===== src/rtl/lac_pkg.sv =====
// Package for the layer alpha compositor: beat payload types and constants.
// No dependencies; imported by lac_blend, layer_alpha_compositor and both test files.
package lac_pkg;

    localparam int unsigned CHAN_W  = 8;
    localparam int unsigned COORD_W = 12;

    localparam logic [CHAN_W-1:0] ALPHA_FULL = 8'd255;

    // One layer of a pixel's stack, bottom layer first.
    typedef struct packed {
        logic [CHAN_W-1:0]  layer_red;
        logic [CHAN_W-1:0]  layer_green;
        logic [CHAN_W-1:0]  layer_blue;
        logic [CHAN_W-1:0]  layer_alpha;
        logic               top_layer;
        logic [COORD_W-1:0] pixel_x;
        logic [COORD_W-1:0] pixel_y;
    } t_layer;

    // One composited pixel.
    typedef struct packed {
        logic [CHAN_W-1:0]  out_red;
        logic [CHAN_W-1:0]  out_green;
        logic [CHAN_W-1:0]  out_blue;
        logic [CHAN_W-1:0]  out_alpha;
        logic [COORD_W-1:0] out_x;
        logic [COORD_W-1:0] out_y;
    } t_pixel;

    // Accumulated colour of the stack so far.
    typedef struct packed {
        logic [CHAN_W-1:0] red;
        logic [CHAN_W-1:0] green;
        logic [CHAN_W-1:0] blue;
        logic [CHAN_W-1:0] alpha;
    } t_rgba;

endpackage


===== src/rtl/lac_blend.sv =====
// Source-over blend of one layer onto the accumulator, purely combinational.
// Depends on lac_pkg for the layer and accumulator types.
module lac_blend (
    input  lac_pkg::t_layer i_layer,
    input  lac_pkg::t_rgba  i_acc,
    input  logic            i_start,
    output lac_pkg::t_rgba  o_acc
);
    import lac_pkg::*;

    // Exact floor(t / 255) for t below 65280, by reciprocal multiply and shift.
    function automatic logic [CHAN_W-1:0] div255(input logic [15:0] t);
        logic [16:0] s;
        begin
            s = {1'b0, t} + {9'd0, t[15:8]} + 17'd1;
            div255 = s[15:8];
        end
    endfunction

    function automatic logic [CHAN_W-1:0] mix(input logic [CHAN_W-1:0] acc,
                                              input logic [CHAN_W-1:0] c,
                                              input logic [CHAN_W-1:0] a);
        logic [15:0] p;
        begin
            p = (16'(c) * 16'(a)) + (16'(acc) * 16'(ALPHA_FULL - a)) + 16'd127;
            mix = div255(p);
        end
    endfunction

    logic [CHAN_W-1:0] inv_alpha;
    logic [15:0]       alpha_prod;

    assign inv_alpha  = ALPHA_FULL - i_layer.layer_alpha;
    assign alpha_prod = 16'(i_acc.alpha) * 16'(inv_alpha);

    always_comb begin
        if (i_start) begin
            // The bottom layer seeds the stack and is treated as solid.
            o_acc.red   = i_layer.layer_red;
            o_acc.green = i_layer.layer_green;
            o_acc.blue  = i_layer.layer_blue;
            o_acc.alpha = ALPHA_FULL;
        end else begin
            o_acc.red   = mix(i_acc.red,   i_layer.layer_red,   i_layer.layer_alpha);
            o_acc.green = mix(i_acc.green, i_layer.layer_green, i_layer.layer_alpha);
            o_acc.blue  = mix(i_acc.blue,  i_layer.layer_blue,  i_layer.layer_alpha);
            o_acc.alpha = i_layer.layer_alpha + div255(alpha_prod);
        end
    end

endmodule


===== src/rtl/layer_alpha_compositor.sv =====
// Layer alpha compositor top level: input register, blend, accumulator, result register.
// Depends on lac_pkg and lac_blend.
//
//  channel  | direction | payload          | beat
//  ---------+-----------+------------------+--------------------------------------
//  in       | sink      | lac_pkg::t_layer | one layer, bottom first, top_layer ends
//  out      | source    | lac_pkg::t_pixel | one composited pixel per stack
//
// One layer beat is taken every cycle while no top layer is held; the accumulator loop
// (two 8x8 products, an add and a reciprocal divide by 255) holds no register but the accumulator.
// A top layer beat goes through the input register and then the result register to the result beat.
// A top layer waits in the input register only while the result register is full
// and not being drained; lower layers never wait.
// Synchronous active-low reset empties both registers and marks the next beat
// as a bottom layer.
module layer_alpha_compositor (
    input  logic            i_clk,
    input  logic            i_rst_n,
    input  logic            i_in_valid,
    output logic            o_in_ready,
    input  lac_pkg::t_layer i_in_data,
    output logic            o_out_valid,
    input  logic            i_out_ready,
    output lac_pkg::t_pixel o_out_data
);
    import lac_pkg::*;

    logic   r_in_valid;
    t_layer r_in;
    logic   r_start;
    t_rgba  r_acc;
    logic   r_out_valid;
    t_pixel r_out;

    t_rgba  n_acc;
    logic   proc;
    logic   out_free;

    lac_blend u_blend (
        .i_layer (r_in),
        .i_acc   (r_acc),
        .i_start (r_start),
        .o_acc   (n_acc)
    );

    assign out_free   = !r_out_valid || i_out_ready;
    // A held layer goes through when it produces no result or the result slot frees.
    assign proc       = r_in_valid && (!r_in.top_layer || out_free);
    assign o_in_ready = !r_in_valid || proc;

    always_ff @(posedge i_clk) begin
        if (!i_rst_n) begin
            r_in_valid <= 1'b0;
        end else if (o_in_ready) begin
            r_in_valid <= i_in_valid;
        end
    end

    always_ff @(posedge i_clk) begin
        if (o_in_ready && i_in_valid) begin
            r_in <= i_in_data;
        end
    end

    always_ff @(posedge i_clk) begin
        if (!i_rst_n) begin
            r_start <= 1'b1;
            r_acc   <= '0;
        end else if (proc) begin
            r_start <= r_in.top_layer;
            r_acc   <= n_acc;
        end
    end

    always_ff @(posedge i_clk) begin
        if (!i_rst_n) begin
            r_out_valid <= 1'b0;
        end else if (proc && r_in.top_layer) begin
            r_out_valid <= 1'b1;
        end else if (i_out_ready) begin
            r_out_valid <= 1'b0;
        end
    end

    always_ff @(posedge i_clk) begin
        if (proc && r_in.top_layer) begin
            r_out.out_red   <= n_acc.red;
            r_out.out_green <= n_acc.green;
            r_out.out_blue  <= n_acc.blue;
            r_out.out_alpha <= n_acc.alpha;
            r_out.out_x     <= r_in.pixel_x;
            r_out.out_y     <= r_in.pixel_y;
        end
    end

    assign o_out_valid = r_out_valid;
    assign o_out_data  = r_out;

    a_top_gives_result: assert property (@(posedge i_clk) disable iff (!i_rst_n)
        proc && r_in.top_layer |=> r_out_valid)
        else $error("top layer did not produce a result beat");

    a_top_restarts: assert property (@(posedge i_clk) disable iff (!i_rst_n)
        proc && r_in.top_layer |=> r_start)
        else $error("stack start not set after top layer");

    a_lower_continues: assert property (@(posedge i_clk) disable iff (!i_rst_n)
        proc && !r_in.top_layer |=> !r_start)
        else $error("stack start set after a lower layer");

    a_held_layer_kept: assert property (@(posedge i_clk) disable iff (!i_rst_n)
        r_in_valid && !proc |=> r_in_valid && $stable(r_in))
        else $error("stalled layer lost from input register");

    a_stall_only_on_full: assert property (@(posedge i_clk) disable iff (!i_rst_n)
        !o_in_ready |-> r_out_valid && !i_out_ready && r_in.top_layer)
        else $error("input stalled without a blocked result");

endmodule


===== config.mk =====
export PLATFORM = sky130hd
export DESIGN_NAME = layer_alpha_compositor
export DESIGN_NICKNAME = d
export VERILOG_FILES = /design/src/rtl/lac_pkg.sv /design/src/rtl/lac_blend.sv /design/src/rtl/layer_alpha_compositor.sv
export SDC_FILE = /design/constraint.sdc
export NUM_CORES = 1
export LEC_CHECK = 0
export BUFFER_PORTS_ARGS = -buffer_cell sky130_fd_sc_hd__buf_4
export CORE_MARGIN = 5
export CORE_UTILIZATION = 64
export DETAILED_ROUTE_END_ITERATION = 16
export PLACE_DENSITY = 0.83
export SYNTH_ARGS = -nofsm -noshare
export SYNTH_HDL_FRONTEND = slang
export SYNTH_SLANG_ARGS = --single-unit

===== constraint.sdc =====
create_clock -name i_clk -period 11.45 [get_ports i_clk]
set_clock_uncertainty 0.1 [all_clocks]
set_input_delay 1.145 -clock i_clk [delete_from_list [all_inputs] [get_ports i_clk]]
set_output_delay 1.145 -clock i_clk [all_outputs]
set_load 0.03 [all_outputs]

# == Yosys cells after proc, flatten, opt, wreduce, memory -nomap -nowiden ==
# Index checks and enable logic that the tools add are counted.
# classes
addsub,17
mul,7
n_mux,3
n_reduce_logical,10
# ops
operator,count
16-bit by 1-bit adder with 16-bit output (second input constant),4
16-bit by 8-bit adder with 16-bit output,4
8-bit by 8-bit multiplier with 16-bit output,4
16-bit adder,3
16-bit by 7-bit adder with 16-bit output (second input constant),3
8-bit by 16-bit multiplier with 16-bit output,3
32-bit 2-to-1 mux,1
8-bit by 8-bit subtractor with 9-bit output (first input constant),1
8-bit adder,1
8-bit subtractor (first input constant),1
1-bit logical AND,3
1-bit logical NOT,3
1-bit logical OR,3
1-bit 2-to-1 mux,2
2-bit nonzero test,1
# word_totals
regBits,148
inputBits,61
out_inout_bits,58
elab_cells,57

# == Longest topological paths before layout ==
# logic_depth
depth_word,7
ltp_mapped,35
depth_no_buf,33

# == Modules after synthesis ==
# Synthesis repeated with hierarchy kept, for this count alone.
# unflattened
hier_cells,2278
area_unflattened_um2,22158.8
# modules_own_cells
mod,n_inst,cells_each,area_each_um2,seq_area_each_um2
lac_blend,1,2011,17349.1,0.0
layer_alpha_compositor,1,267,4809.6,4093.9

# == Worst setup path after synthesis ==
# OpenSTA, ideal clock, no wires.
# synth_path
kind,flip-flop to flip-flop
startpoint,register r_in[26] in the netlist's numbering
endpoint,register r_out (netlist bit o_out_data[53]) (data pin)
setup_ps,254
t_arrival_ps,7872
required_time_ps,11096
setup_slack_ps,3223
path_stages_with_launch,29
n_path_buf,3
period_less_slack_ps,8227
path_cell_list,edfxtp_1 -> clkbuf_1 -> clkbuf_1 -> nand2_1 -> fa_1 -> fa_1 -> inv_1 -> fa_1 -> fa_1 -> fa_1 -> inv_1 -> fa_1 -> inv_1 -> ha_1 -> clkbuf_1 -> or2_2 -> and2_1 -> o21ai_0 -> a21oi_1 -> or4b_2 -> nand3_1 -> ha_1 -> a2111oi_0 -> nand2_1 -> a211oi_1 -> nor4b_2 -> nand3b_1 -> or3b_1 -> o21a_1
# synth_lines
element,line_no,rtl
"start, declared",layer_alpha_compositor.sv:29,t_layer r_in;
"start signal, assigned",layer_alpha_compositor.sv:61,r_in <= i_in_data;
"end, declared",layer_alpha_compositor.sv:33,t_pixel r_out;

==> flow_summary.json <==
{
  "dieHeight_um": 198,
  "ctsLongestPathBuffers": 2,
  "diodes": 0,
  "netlist_area_mm2": 0.0226,
  "multi_input_area_mm2": 0.0164,
  "coreArea_mm2": 0.0347,
  "clock-sinks": 148,
  "synth_edf_count": 113,
  "worstHoldPathCells": 0,
  "dp.final_hpwl_mm": 41.3,
  "cts_max_level": 4,
  "io_buffers": 118,
  "reg2reg_to": "r_acc[22]",
  "critPathLaunchType": "flip-flop",
  "place_area_mm2": 0.0238,
  "grt_pass1_vias": 18300,
  "synth_cells": 2356,
  "grt_use_total_pct": 29.3,
  "finalSetupTns_ns": 0,
  "design_area_mm2": 0.0244,
  "outcome": "finished, final reports clean",
  "io_pins": 119,
  "met1Wirelength_mm": 21.6,
  "antenna_found_initial": 0,
  "max_freq_mhz": 107,
  "fill_cells": 2578,
  "rr_worst_depth": 26,
  "cap_violations": 0,
  "rrSetupSlack_ns": 2.07,
  "wl_met2_mm": 27.6,
  "syn_avg_cell_area_um2": 9.59,
  "grt_pass1_wl_mm": 91.8,
  "fin_crit_sh_pct": 81.9,
  "cts-resized-gates": 0,
  "layout_commonest_cell": "inv_1",
  "cts_tree": "done",
  "ys_types": 78,
  "drtAntennaViolNets": 0,
  "root_buffer": "clkbuf_16",
  "tightest_slew_ns": 0.922,
  "worstPathMaxFanout": 42,
  "period_needed_ns": 9.38,
  "dieArea_mm2": 0.0391,
  "clock_latency_ns": 0.47,
  "syn-num-nets": 3000,
  "drc": 0,
  "hold_start": "r_in[23]",
  "cts_buffers": 17,
  "ys_seq_area_share_pct": 18.1,
  "initial_core_util_pct": 65.1,
  "ys_warn_count": 0,
  "layout.cells.non_filler": 2887,
  "whs_endpoint": "o_out_data[23]",
  "cts_setup_buffers": 0,
  "row_count": 68,
  "hp-class": "reg2reg",
  "wl_met3_mm": 4.20,
  "grt-ovfl-total": 0,
  "crit_path_end_kind": "flip-flop",
  "crit_type": "reg2reg",
  "avgViaCountPerCell": 5.81,
  "setup-violations-final": 0,
  "cp.arrival_ns": 9.64,
  "ys.flop_type": "edfxtp_1",
  "slew-limit-headroom_pct": 38.6,
  "first_iter_violations": 1098,
  "seqCellArea_mm2": 0.00410,
  "place_congestion": 0.920,
  "area_growth_pct": 8.18,
  "die_w_um": 198,
  "placedCellCount": 2855,
  "grt_start_max_net_pins": 58,
  "top_layer": "met4",
  "final_cell_mix": "inv_1 (463), fa_1 (346), ha_1 (237)",
  "firstDrtPassIters": 5,
  "r2r-start": "r_in[26]",
  "ctsHoldBuffers": 0,
  "wl_mm": 54.7,
  "path_clk_slew_ns": 0.09,
  "rsz0062_at_grt": "no",
  "vias": 16800,
  "wl_per_cell_um": 19.0,
  "synth-async-reset-ratio_pct": 0,
  "layout-drive-gt1-share_pct": 8.02,
  "ys_ff_latch": 148,
  "required_ns": 11.71,
  "drv_slew": 0,
  "hold_violations": 0,
  "nets": 3063
}
[synth_stat cells (3+ instances only)]
cell       count  share of area, %
a2111o_1       3              0.15
a2111oi_0      4              0.16
a211o_1        6              0.23
a211oi_1      15              0.50
a21boi_0       3              0.10
a21o_1        19              0.63
a21oi_1       51               1.1
a31o_2         7              0.27
a31oi_1       12              0.33
and2_1        98               2.7
and3_1        12              0.33
and4_1         5              0.19
buf_1         11              0.18
clkbuf_1      75               1.2
dfxtp_1       35               3.1
edfxtp_1     113                15
fa_1         346                31
ha_1         237                13
inv_1        463               7.7
mux2i_1        5              0.22
nand2_1      156               2.6
nand2b_1     123               3.4
nand3_1       26              0.58
nand4_1       11              0.30
nor2_1        73               1.2
nor2b_1      157               4.3
nor3_1        27              0.60
nor3b_1        5              0.17
nor4_1         6              0.17
o2111ai_1      3              0.12
o211ai_1       8              0.27
o21a_1        19              0.63
o21ai_0       54               1.2
o21bai_1       3              0.10
o22ai_1        6              0.17
o31a_1         6              0.23
o31ai_1        6              0.20
o32ai_1        4              0.16
o41ai_1        5              0.19
or2_2         10              0.28
or3_1         14              0.39
xnor2_1       47               1.8
xor2_1        19              0.74
[area by class of cell]
type,instances,area share [%]
multi-input cells,1656,67.2
well taps,455,2.33
flip-flops and latches,148,16.8
inverters,463,7.11
repair buffers,133,4.09
clock buffers,17,1.74
clock inverters,15,0.737
[cell families after synthesis]
logic type               after synthesis  synth area share [%]
adder cells (fa/ha/maj)              583                  43.8
AO/OA/AOI/OAI                        262                  7.94
buffers and inverters                552                  9.22
multiplexers                           6                 0.271
XOR/XNOR                              68                  2.76
flip-flops                           148                  18.1
AND/OR/NAND/NOR                      737                  17.9
[flip-flops by register name (all words and copies together) (netlist names)]
| signal | count |
|---|---|
| r_start | 1 |
| o_out_data | 56 |
| r_in | 57 |
| r_acc | 32 |
| r_in_valid | 1 |
| o_out_valid | 1 |
[through the flow]
stage	worst slack [ns]	hold WS, ns	util [%]
2_1_floorplan	3.22	0.300	-
3_3_place_gp	2.55	0.300	68.6
3_5_place_dp	2.24	0.305	68.6
4_1_cts	2.18	0.307	70.4
5_1_grt	1.66	0.320	70.4
6_report	2.07	0.308	70.4
[worst max-delay path, cell delays in order (launching register included)]
cell,delay (ns)
edfxtp_1,0.92
buf_4,0.65
nand2_1,0.17
fa_1,0.56
fa_1,0.57
inv_1,0.06
fa_1,0.48
fa_1,0.50
fa_1,0.54
inv_1,0.05
fa_1,0.47
inv_1,0.04
ha_1,0.24
or3_1,0.36
o32ai_1,0.49
nor2_1,0.16
or3_1,0.39
xor2_1,0.38
ha_1,0.22
nand4_1,0.11
a21oi_1,0.18
o22ai_1,0.13
nor4b_2,0.50
and4_1,0.32
a21boi_0,0.11
o31a_1,0.32
a31o_2,0.25
[how the worst max path moves through the flow]
stage | endpoint | startpoint | cells after the start | slack, ns
CTS | r_acc[22] | r_in[26] | 26 | 2.18
global route | o_out_data[31] | r_in[29] | 32 | 1.66
floorplan | o_out_data[53] | r_in[26] | 28 | 3.22
global placement | r_acc[22] | r_in[26] | 26 | 2.55
finish | r_acc[22] | r_in[26] | 26 | 2.07
detailed placement | r_acc[22] | r_in[26] | 26 | 2.24
[metal layers]
metal  track usage [%]  vias to the layer above
met5                 0                        -
met4              8.65                        0
met3              5.24                      127
met2              50.9                      677
met1              37.8                     8373
li1                  -                     7606
Power is left out: the tool's default activity adds up to more than one toggle a clock period on the data nets, which glitch-free logic cannot reach.
